===== src/rtl/core/ctc_pkg.sv =====
// Types, codes and segment decoding for the countdown timer controller
package ctc_pkg;

    typedef enum logic [6:0] {
        ST_BEEP       = 7'b0000001,
        ST_WAIT_PRESS = 7'b0000010,
        ST_HELD       = 7'b0000100,
        ST_COUNT      = 7'b0001000,
        ST_RING       = 7'b0010000,
        ST_WAIT_REL   = 7'b0100000,
        ST_SETTLE     = 7'b1000000
    } state_t;

    localparam logic [2:0] MODE_BEEP       = 3'd0;
    localparam logic [2:0] MODE_WAIT_PRESS = 3'd1;
    localparam logic [2:0] MODE_HELD       = 3'd2;
    localparam logic [2:0] MODE_COUNT      = 3'd3;
    localparam logic [2:0] MODE_RING       = 3'd4;
    localparam logic [2:0] MODE_WAIT_REL   = 3'd5;
    localparam logic [2:0] MODE_SETTLE     = 3'd6;

    localparam logic [2:0] REG_INITIAL_SECONDS       = 3'd0;
    localparam logic [2:0] REG_SET_STEP              = 3'd1;
    localparam logic [2:0] REG_LONG_PRESS_TICKS      = 3'd2;
    localparam logic [2:0] REG_COUNT_PERIOD_TICKS    = 3'd3;
    localparam logic [2:0] REG_ITERATIONS_PER_SECOND = 3'd4;
    localparam logic [2:0] REG_RING_TOGGLE_TICKS     = 3'd5;
    localparam logic [2:0] REG_STARTUP_BEEP_TICKS    = 3'd6;
    localparam logic [2:0] REG_SETTLE_TICKS          = 3'd7;

    localparam int unsigned CFG_INDEX_W = 3;
    localparam int unsigned CFG_DATA_W  = 16;

    localparam logic [7:0] SECONDS_WRAP = 8'd100;

    typedef struct packed {
        logic [6:0]  initial_seconds;
        logic [6:0]  set_step;
        logic [7:0]  long_press_ticks;
        logic [7:0]  count_period_ticks;
        logic [7:0]  iterations_per_second;
        logic [9:0]  ring_toggle_ticks;
        logic [15:0] startup_beep_ticks;
        logic [7:0]  settle_ticks;
    } cfg_t;

    typedef struct packed {
        logic       buzzer_on;
        logic       tens_digit_on;
        logic       ones_digit_on;
        logic [7:0] segment_byte;
        logic       refresh_strobe;
        logic [6:0] seconds_left;
        logic [2:0] mode;
    } result_t;

    function automatic logic [7:0] seg_of(input logic [3:0] digit);
        logic [7:0] seg;
        case (digit)
            4'd0:    seg = 8'h81;
            4'd1:    seg = 8'hCF;
            4'd2:    seg = 8'h92;
            4'd3:    seg = 8'h86;
            4'd4:    seg = 8'hCC;
            4'd5:    seg = 8'hA4;
            4'd6:    seg = 8'hA0;
            4'd7:    seg = 8'h8F;
            4'd8:    seg = 8'h80;
            4'd9:    seg = 8'h84;
            default: seg = 8'h00;
        endcase
        return seg;
    endfunction

endpackage


===== src/rtl/core/ctc_cfg_regs.sv =====
// Configuration register file of the countdown timer controller
module ctc_cfg_regs (
    input  logic                                clk,
    input  logic                                rst_n,
    input  logic                                cfg_valid,
    output logic                                cfg_ready,
    input  logic [ctc_pkg::CFG_INDEX_W-1:0]     cfg_index,
    input  logic [ctc_pkg::CFG_DATA_W-1:0]      cfg_data,
    output ctc_pkg::cfg_t                       cfg
);
    import ctc_pkg::*;

    cfg_t cfg_reg;

    assign cfg_ready = 1'b1;
    assign cfg       = cfg_reg;

    always_ff @(posedge clk or negedge rst_n)
    begin
        if (!rst_n)
        begin
            cfg_reg.initial_seconds       <= 7'd5;
            cfg_reg.set_step              <= 7'd5;
            cfg_reg.long_press_ticks      <= 8'd200;
            cfg_reg.count_period_ticks    <= 8'd10;
            cfg_reg.iterations_per_second <= 8'd100;
            cfg_reg.ring_toggle_ticks     <= 10'd100;
            cfg_reg.startup_beep_ticks    <= 16'd500;
            cfg_reg.settle_ticks          <= 8'd10;
        end
        else if (cfg_valid && cfg_ready)
        begin
            unique case (cfg_index)
                REG_INITIAL_SECONDS:       cfg_reg.initial_seconds       <= cfg_data[6:0];
                REG_SET_STEP:              cfg_reg.set_step              <= cfg_data[6:0];
                REG_LONG_PRESS_TICKS:      cfg_reg.long_press_ticks      <= cfg_data[7:0];
                REG_COUNT_PERIOD_TICKS:    cfg_reg.count_period_ticks    <= cfg_data[7:0];
                REG_ITERATIONS_PER_SECOND: cfg_reg.iterations_per_second <= cfg_data[7:0];
                REG_RING_TOGGLE_TICKS:     cfg_reg.ring_toggle_ticks     <= cfg_data[9:0];
                REG_STARTUP_BEEP_TICKS:    cfg_reg.startup_beep_ticks    <= cfg_data[15:0];
                REG_SETTLE_TICKS:          cfg_reg.settle_ticks          <= cfg_data[7:0];
                default:                   cfg_reg                       <= cfg_reg;
            endcase
        end
    end

endmodule


===== src/rtl/core/ctc_core.sv =====
// Mode state machine, timers and display decode of the countdown timer controller
module ctc_core (
    input  logic              clk,
    input  logic              rst_n,
    input  logic              advance,
    input  logic              pressed,
    input  ctc_pkg::cfg_t     cfg,
    output ctc_pkg::result_t  result
);
    import ctc_pkg::*;

    state_t      state_reg,   state_next;
    logic [6:0]  seconds_reg, seconds_next;
    logic [7:0]  press_reg,   press_next;
    logic [15:0] div_reg,     div_next;
    logic [7:0]  iter_reg,    iter_next;
    logic        buzzer_reg,  buzzer_next;
    logic        ones_reg,    ones_next;

    logic        strobe;
    logic [15:0] div_inc;
    logic [15:0] limit;
    logic [15:0] hold_div;
    logic [15:0] count_adv;
    logic [15:0] ring_adv;
    logic [7:0]  iter_inc;
    logic [7:0]  step_sum;
    logic        show;
    logic [14:0] tens_prod;
    logic [3:0]  tens;
    logic [6:0]  tens_x10;
    logic [6:0]  ones_full;
    logic [2:0]  mode_code;

    always_comb
    begin
        div_inc   = div_reg + 16'd1;
        iter_inc  = iter_reg + 8'd1;
        step_sum  = {1'b0, seconds_reg} + {1'b0, cfg.set_step};
        limit     = (state_reg == ST_BEEP) ? cfg.startup_beep_ticks
                                           : {8'h00, cfg.settle_ticks};
        hold_div  = (div_reg < limit) ? div_inc : div_reg;
        count_adv = (div_inc >= {8'h00, cfg.count_period_ticks}) ? 16'd0 : div_inc;
        ring_adv  = (div_inc >= {6'h00, cfg.ring_toggle_ticks}) ? 16'd0 : div_inc;

        state_next   = state_reg;
        seconds_next = seconds_reg;
        press_next   = press_reg;
        div_next     = div_reg;
        iter_next    = iter_reg;
        buzzer_next  = buzzer_reg;
        ones_next    = ones_reg;
        strobe       = 1'b0;

        unique case (state_reg) inside
            ST_BEEP, ST_SETTLE:
            begin
                if (hold_div >= limit)
                begin
                    div_next     = 16'd0;
                    state_next   = ST_WAIT_PRESS;
                    seconds_next = cfg.initial_seconds;
                    buzzer_next  = 1'b0;
                end
                else
                begin
                    div_next = hold_div;
                end
            end
            ST_WAIT_PRESS:
            begin
                if (pressed)
                begin
                    state_next  = ST_HELD;
                    buzzer_next = 1'b1;
                    press_next  = (cfg.long_press_ticks != 8'd0) ? 8'd1 : 8'd0;
                end
            end
            ST_HELD:
            begin
                if (pressed)
                begin
                    if (press_reg < cfg.long_press_ticks)
                    begin
                        press_next = press_reg + 8'd1;
                    end
                end
                else
                begin
                    buzzer_next = 1'b0;
                    if (press_reg >= cfg.long_press_ticks)
                    begin
                        state_next = ST_COUNT;
                        div_next   = 16'd0;
                        iter_next  = 8'd0;
                    end
                    else
                    begin
                        seconds_next = (step_sum >= SECONDS_WRAP) ? 7'd0 : step_sum[6:0];
                        state_next   = ST_WAIT_PRESS;
                    end
                end
            end
            ST_COUNT:
            begin
                if (div_reg != 16'd0)
                begin
                    div_next = count_adv;
                end
                else if (pressed)
                begin
                    state_next  = ST_WAIT_REL;
                    buzzer_next = 1'b0;
                    ones_next   = 1'b0;
                end
                else if ((iter_inc >= cfg.iterations_per_second) && (seconds_reg == 7'd0))
                begin
                    iter_next  = 8'd0;
                    state_next = ST_RING;
                    div_next   = 16'd0;
                    ones_next  = 1'b0;
                end
                else
                begin
                    if (iter_inc >= cfg.iterations_per_second)
                    begin
                        iter_next    = 8'd0;
                        seconds_next = seconds_reg - 7'd1;
                    end
                    else
                    begin
                        iter_next = iter_inc;
                    end
                    ones_next = !ones_reg;
                    strobe    = 1'b1;
                    div_next  = count_adv;
                end
            end
            ST_RING:
            begin
                if ((div_reg == 16'd0) && pressed)
                begin
                    buzzer_next = 1'b0;
                    state_next  = ST_WAIT_REL;
                end
                else
                begin
                    if (div_reg == 16'd0)
                    begin
                        buzzer_next = !buzzer_reg;
                    end
                    div_next = ring_adv;
                end
            end
            ST_WAIT_REL:
            begin
                if (!pressed)
                begin
                    state_next = ST_SETTLE;
                    div_next   = 16'd0;
                end
            end
            default:
            begin
                div_next     = 16'd0;
                state_next   = ST_WAIT_PRESS;
                seconds_next = cfg.initial_seconds;
                buzzer_next  = 1'b0;
            end
        endcase

        if ((state_next == ST_WAIT_PRESS) || (state_next == ST_HELD))
        begin
            ones_next = !ones_next;
            strobe    = 1'b1;
        end
    end

    // Split seconds into digits: tens = floor(s * 205 / 2048) holds for s below 128
    always_comb
    begin
        show      = (state_next == ST_WAIT_PRESS) || (state_next == ST_HELD)
                 || (state_next == ST_COUNT);
        tens_prod = 15'(seconds_next) * 15'd205;
        tens      = tens_prod[14:11];
        tens_x10  = {tens, 3'b000} + {2'b00, tens, 1'b0};
        ones_full = seconds_next - tens_x10;

        unique case (state_next)
            ST_BEEP:       mode_code = MODE_BEEP;
            ST_WAIT_PRESS: mode_code = MODE_WAIT_PRESS;
            ST_HELD:       mode_code = MODE_HELD;
            ST_COUNT:      mode_code = MODE_COUNT;
            ST_RING:       mode_code = MODE_RING;
            ST_WAIT_REL:   mode_code = MODE_WAIT_REL;
            ST_SETTLE:     mode_code = MODE_SETTLE;
            default:       mode_code = MODE_WAIT_PRESS;
        endcase

        result.buzzer_on      = buzzer_next;
        result.tens_digit_on  = show && ones_next;
        result.ones_digit_on  = show && !ones_next;
        result.segment_byte   = !show    ? 8'h00
                              : ones_next ? seg_of(tens)
                              :             seg_of(ones_full[3:0]);
        result.refresh_strobe = strobe;
        result.seconds_left   = seconds_next;
        result.mode           = mode_code;
    end

    always_ff @(posedge clk or negedge rst_n)
    begin
        if (!rst_n)
        begin
            state_reg   <= ST_BEEP;
            seconds_reg <= 7'd0;
            press_reg   <= 8'd0;
            div_reg     <= 16'd0;
            iter_reg    <= 8'd0;
            buzzer_reg  <= 1'b1;
            ones_reg    <= 1'b0;
        end
        else if (advance)
        begin
            state_reg   <= state_next;
            seconds_reg <= seconds_next;
            press_reg   <= press_next;
            div_reg     <= div_next;
            iter_reg    <= iter_next;
            buzzer_reg  <= buzzer_next;
            ones_reg    <= ones_next;
        end
    end

endmodule


===== src/rtl/core/countdown_timer_controller.sv =====
// Top level of the countdown timer controller: tick register, core and result register
//
//  channel  direction  handshake                 payload
//  in       sink       in_valid / in_ready       button_pressed
//  out      source     out_valid / out_ready     buzzer_on .. mode
//  cfg      sink       cfg_valid / cfg_ready     cfg_index, cfg_data
//
// One tick per cycle unless the output stalls: tick register, one pass of mode logic, result register.
// Result valid is set by the edge that loads the result register from the tick register.
// A full result register stalls processing; the tick register still takes one more request.
// Reset puts the block in the start-up beep with the buzzer on; configuration is always ready.
module countdown_timer_controller (
    input  logic                                clk,
    input  logic                                rst_n,
    input  logic                                in_valid,
    output logic                                in_ready,
    input  logic                                button_pressed,
    output logic                                out_valid,
    input  logic                                out_ready,
    output logic                                buzzer_on,
    output logic                                tens_digit_on,
    output logic                                ones_digit_on,
    output logic [7:0]                          segment_byte,
    output logic                                refresh_strobe,
    output logic [6:0]                          seconds_left,
    output logic [2:0]                          mode,
    input  logic                                cfg_valid,
    output logic                                cfg_ready,
    input  logic [ctc_pkg::CFG_INDEX_W-1:0]     cfg_index,
    input  logic [ctc_pkg::CFG_DATA_W-1:0]      cfg_data
);
    import ctc_pkg::*;

    cfg_t    cfg;
    result_t result;
    result_t result_reg;
    logic    tick_valid_reg;
    logic    button_reg;
    logic    out_valid_reg;
    logic    advance;

    assign advance  = tick_valid_reg && (!out_valid_reg || out_ready);
    assign in_ready = !tick_valid_reg || advance;

    ctc_cfg_regs u_cfg (
        .clk       (clk),
        .rst_n     (rst_n),
        .cfg_valid (cfg_valid),
        .cfg_ready (cfg_ready),
        .cfg_index (cfg_index),
        .cfg_data  (cfg_data),
        .cfg       (cfg)
    );

    ctc_core u_core (
        .clk     (clk),
        .rst_n   (rst_n),
        .advance (advance),
        .pressed (button_reg),
        .cfg     (cfg),
        .result  (result)
    );

    always_ff @(posedge clk or negedge rst_n)
    begin
        if (!rst_n)
        begin
            tick_valid_reg <= 1'b0;
            out_valid_reg  <= 1'b0;
        end
        else
        begin
            if (in_ready)
            begin
                tick_valid_reg <= in_valid;
            end
            if (advance)
            begin
                out_valid_reg <= 1'b1;
            end
            else if (out_ready)
            begin
                out_valid_reg <= 1'b0;
            end
        end
    end

    always_ff @(posedge clk)
    begin
        if (in_valid && in_ready)
        begin
            button_reg <= button_pressed;
        end
        if (advance)
        begin
            result_reg <= result;
        end
    end

    assign out_valid      = out_valid_reg;
    assign buzzer_on      = result_reg.buzzer_on;
    assign tens_digit_on  = result_reg.tens_digit_on;
    assign ones_digit_on  = result_reg.ones_digit_on;
    assign segment_byte   = result_reg.segment_byte;
    assign refresh_strobe = result_reg.refresh_strobe;
    assign seconds_left   = result_reg.seconds_left;
    assign mode           = result_reg.mode;

endmodule


===== config.mk =====
export PLATFORM = sky130hd
export DESIGN_NAME = countdown_timer_controller
export DESIGN_NICKNAME = d
export VERILOG_FILES = /design/src/rtl/core/ctc_pkg.sv /design/src/rtl/core/ctc_cfg_regs.sv /design/src/rtl/core/ctc_core.sv /design/src/rtl/core/countdown_timer_controller.sv
export SDC_FILE = /design/constraint.sdc
export NUM_CORES = 1
export LEC_CHECK = 0
export ABC_AREA = 1
export BUFFER_PORTS_ARGS = -buffer_cell sky130_fd_sc_hd__buf_2
export CAP_MARGIN = 40
export CELL_PAD_IN_SITES_DETAIL_PLACEMENT = 1
export CELL_PAD_IN_SITES_GLOBAL_PLACEMENT = 2
export CORE_MARGIN = 2
export CORE_UTILIZATION = 38
export DETAILED_ROUTE_END_ITERATION = 6
export PLACE_DENSITY_LB_ADDON = 0.1
export SLEW_MARGIN = 5
export SYNTH_ARGS = -nofsm -noshare
export SYNTH_HDL_FRONTEND = slang
export SYNTH_SLANG_ARGS = --single-unit

===== constraint.sdc =====
create_clock -name clk -period 11.05 [get_ports clk]
set_clock_uncertainty 0.15 [all_clocks]
set_input_delay 1.105 -clock clk [delete_from_list [all_inputs] [get_ports clk]]
set_output_delay 1.105 -clock clk [all_outputs]
set_load 0.02 [all_outputs]

# Yosys cells after proc, flatten, opt, wreduce, memory -nomap -nowiden
# Memories as Yosys holds them, arrays and structs flattened.
# Cells that the tools add are included.
# word_totals
mem_bits_ro	256
register_bits	145
n_memories	2
input_bits	25
wordCells	177
output_inout_bits	25
# classes
eq_ne	31
muxes	65
magnitude_cmp	8
n_addsub	7
n_bitwise	1
mul	1
n_reduce_logical	37
# mem_list
name	depth	word_bits	rd	rd_ports_with_merged_regs	write_ports	line_no	text
(no name shown)	16	8	1	0	0	ctc_pkg.sv:59	case (digit)
(no name shown)	16	8	1	0	0	ctc_pkg.sv:59	
# op_table
op	n
$mux 16	12
$mux 7	16
$pmux 16 s6	1
$mux 8	10
$pmux 7 s6	1
$pmux 8 s2	2
$pmux 7 s4	1
$mux 1	19
$ne 2x2->1 const B	9
$pmux 3 s6	1
$add 16x1->16 const B	1
$add 8x1->8 const B	2
$ge 16x10->1	1
$ge 16x16->1	1
$ge 16x8->1	1
$ge 8x8->1	2
$logic_not 16->1	1
$lt 16x16->1	1
$reduce_and 2->1	8
$reduce_bool 16->1	1
$mul 7x8->15 const B	1
$eq 7x1->1 const B	2
$eq 7x2->1 const B	2
$eq 7x3->1 const B	2
other kinds (29)	52

# Longest topological paths before layout
# depth
depth_word	12
depth_mapped	63
depth_no_buf	61

# Cells and area by module
# A second synthesis with hierarchy kept.
# hier_totals
hier_cells	1389
hier_area_um2	10776.6
# modules_own_cells
module	cells_each	instances	area_per_inst_um2	seq_area_each_um2
ctc_core	1024	1	7065.5	1203.7
ctc_cfg_regs	330	1	2925.3	1830.5
countdown_timer_controller	35	1	785.8	740.7

# Worst setup path after synthesis
# No wires, ideal clock.
# synth_timing
kind	reg-to-reg
from	reg u_core.state_reg[0]
to	reg result_reg (netlist bit segment_byte[6]) (data pin)
stages_incl_launch_ff	47
n_path_buf	2
setup_slack_ps	2642
synth_period_minus_slack_ps	8408
arrival_ps	7998
required_ps	10639
setup_ps	261
path_cell_list	dfstp_2 -> nand2_2 -> nor2_4 -> nand2_4 -> inv_2 -> nand2_1 -> ha_1 -> nand2_1 -> inv_1 -> a221oi_1 -> o21ai_0 -> a31oi_1 -> nand2_4 -> clkbuf_1 -> o21ai_0 -> ha_1 -> a21oi_1 -> nor2_1 -> [11 not listed] -> ha_1 -> ha_1 -> a21oi_1 -> o21ai_0 -> a21oi_1 -> nand2_1 -> or2_1 -> nand2_1 -> inv_2 -> ha_1 -> inv_1 -> or2_2 -> nand2_1 -> inv_1 -> nand2_1 -> clkinv_1 -> a21oi_1 -> o22ai_1
# synth_rtl
element	line_no	text
start, declared	ctc_core.sv:12	state_t state_reg, state_next;
start signal, assigned	ctc_core.sv:225	state_reg <= state_next;
end signal, assigned	countdown_timer_controller.sv:96	result_reg <= result;
end, declared	countdown_timer_controller.sv:36	result_t result_reg;

==> results.toml <==
[status]
status = "complete, no violations"

[sta]
holdWs_ns = 0.330
setup_viol_count_final = 0
max_freq_mhz = 103
hold_violations = 0
worst_pin_slew_ns = 1.14
final.min_clock_period_ns = 9.71
rsz0062_at_grt = "no"
fin_crit_sh = 0.879
relSlewSlack = 0.242
fin_setup_tns_ns = 0
slew_violations = 0

[placement]
dp_cells = 1675
place.gp.congestion = 0.841
port_buffers = 48
hpwlAfterDp_um = 24500

[clock_network]
cts_tree = "built"
root_buffer = "clkbuf_16"
cts_resized = 0
cts_hold_buf = 0
worstSkewPairLatency_ns = 0.43
clock_path_buffers = 2
h-tree-depth = 4
clock-sinks = 145
tritoncts.num_buffers = 17
cts_setup_buffers = 0
clk_pin_slew_worst_paths_ns = 0.07

[min_path]
hold_start = "u_cfg.cfg[11]$_DFFE_PN0P_"
hp-class = "register to register"

[route]
first_pass_iters = 5
drt_iter0_markers = 414
finalWirelength_um = 31400
wl_per_cell_um = 18.4
vias = 8949
antenna_left = 0
via_per_inst = 5.24
drc = 0

[floorplanning]
die_w_um = 170
initial_core_util = 0.387
row_count = 60
ios = 50
dieArea_sq_um = 28900
core_area_sq_um = 27000
die_h_um = 170

[layout]
largest_register_ff_count = 72
drive_above_1_share = 0.132
multiInputGateArea_sq_um = 5830
finish.utilization = 0.434
regArea_sq_um = 3770
num-nets-final = 1507
fill_cells = 3300
area_delta_synth_final_pct = 12.2
antenna_cells = 0
stdcell_count = 1707

[worst_setup_path]
crit_top_cell = "nand2_1"
r2r_start = "u_core.state_reg[0]$_DFFE_PN1P_"
start_kind = "register"
critPathLaunch = "u_core.state_reg[0]$_DFFE_PN1P_"
crit_family = "adder cells"
critPathMaxStageDelay_ns = 0.60
critical_path_depth = 50
regToRegSetupSlack_ns = 1.34
r2r_cells = 50
critPathMaxFanout = 26
cp-end-kind = "register"
cp_slowest_cell = "dfstp_2"
required_ns = 11.08
cp-endpoint = "segment_byte[6]$_SDFFCE_PP0P_"
cp.arrival_ns = 9.74
r2r-end = "segment_byte[6]$_SDFFCE_PP0P_"
critPathKind = "register to register"
path_buf_inv = 8

[global_routing]
use_met3 = 0.0263
grtUsageTotal = 0.230
overflow = 0
grt_max_degree = 55
first_global_vias = 9562
grt_pass1_wl_um = 51600
gr-max-usage-layer = "met2"
use_met2 = 0.406
grt_use_met1 = 0.302
antenna_found_initial = 0

[logic_synthesis]
synth_edf_count = 23
synth_seq_cells = 145
synth_commonest_cells = "279 x nand2_1, 185 x inv_1, 147 x o21ai_0"
yosysWarnings = 0
synthDominantCellAreaShare = 0.232
synth_cells = 1301
synth_area_sq_um = 10500
avgSynthCellArea_sq_um = 8.04
netlist_top_cells_area = "dfrtp_1 23%, ha_1 14%, nand2_1 10%"
synthArstFlopShare = 0.841
ys_types = 64
synth_ff_type = "dfrtp_1"
synth_top_area_cell = "dfrtp_1"
yosysSeqAreaShare = 0.361
yosysMostFrequentCell = "nand2_1"
synthesis.nets = 1455

[job]
drv_cap = 0
==> logic make-up (layout without fill, tap and decap cells) <==
group           count (synthesis)  in the layout  synth area share
mux                             6              6           0.00646
compound gates                278            278             0.152
flops                         145            145             0.361
buf+inv                       227            292            0.0828
other cells                     1              1          0.000358
fa+ha+maj                     129            129             0.161
simple gates                  485            485             0.209
xor+xnor                       30             30            0.0276
==> stage by stage <==
step	cell area (sq um)	setup WS [ns]
3_3_place_gp	11100	1.57
6_report	11700	1.34
4_1_cts	11700	1.33
3_5_place_dp	11100	1.36
2_1_floorplan	10500	2.64
5_1_grt	11700	0.565
==> final cells by class <==
cell class	count	area share
clock buffers	21	0.0410
clock inverters	11	0.0100
inverters	202	0.0646
multi-input cells	929	0.497
flip-flops and latches	145	0.322
well taps	341	0.0364
repair buffers	58	0.0294
==> how the worst min path moves through the flow <==
stage / depth (start not counted) / to / slack [ns]
after floorplan: 2 / u_cfg.cfg[8]$_DFFE_PN0P_ / 0.29
after global placement: 2 / u_cfg.cfg[27]$_DFFE_PN0P_ / 0.32
after detailed placement: 2 / u_cfg.cfg[11]$_DFFE_PN0P_ / 0.32
after CTS: 2 / u_cfg.cfg[11]$_DFFE_PN0P_ / 0.34
after global routing: 2 / u_cfg.cfg[11]$_DFFE_PN0P_ / 0.36
final: 2 / u_cfg.cfg[11]$_DFFE_PN0P_ / 0.33
==> cell usage in the layout, fill, tap and decap left out, types with 4 or more instances in the layout <==
| cell | netlist | final |
|---|---|---|
| nand2_1 | 279 | 279 |
| inv_1 | 185 | 185 |
| o21ai_0 | 147 | 147 |
| ha_1 | 120 | 120 |
| dfrtp_1 | 97 | 97 |
| nor2_1 | 64 | 64 |
| nand3_1 | 52 | 52 |
| a21oi_1 | 50 | 49 |
| buf_2 | 2 | 47 |
| dfstp_2 | 25 | 25 |
| xor2_1 | 24 | 24 |
| edfxtp_1 | 23 | 23 |
| nand2_2 | 19 | 19 |
| clkbuf_16 | 0 | 18 |
| nor3_1 | 17 | 17 |
| o21ai_1 | 16 | 16 |
| inv_2 | 14 | 14 |
| nand4_1 | 14 | 14 |
| nor4_1 | 13 | 12 |
| a22o_1 | 11 | 11 |
| a211oi_1 | 9 | 9 |
| fa_1 | 9 | 9 |
| o22ai_1 | 7 | 7 |
| buf_4 | 1 | 7 |
| mux2_2 | 6 | 6 |
| a32o_1 | 6 | 6 |
| inv_6 | 0 | 5 |
| nor2_4 | 4 | 4 |
| nand3b_1 | 4 | 4 |
| a31oi_1 | 4 | 4 |
| o211ai_1 | 4 | 4 |
| xnor2_1 | 4 | 4 |
| a21o_1 | 4 | 4 |
==> metal layers <==
layer	share of wire	wire (um)
met5	0	0
met4	0.013	413
met3	0.023	733
met2	0.49	15300
met1	0.48	15000
==> worst register-to-register path, delay by kind of cell (launching register included) <==
| kind | cells | cell delay, ns |
|---|---|---|
| AOI/OAI and AO/OA | 14 | 2.05 |
| DFF | 1 | 0.60 |
| buffers and inverters | 8 | 1.00 |
| and+or+nand+nor | 20 | 2.75 |
| adders and majority gates | 8 | 2.91 |
Power is left out: the tool's default activity adds up to more than one toggle a clock period on the data nets, which glitch-free logic cannot reach.
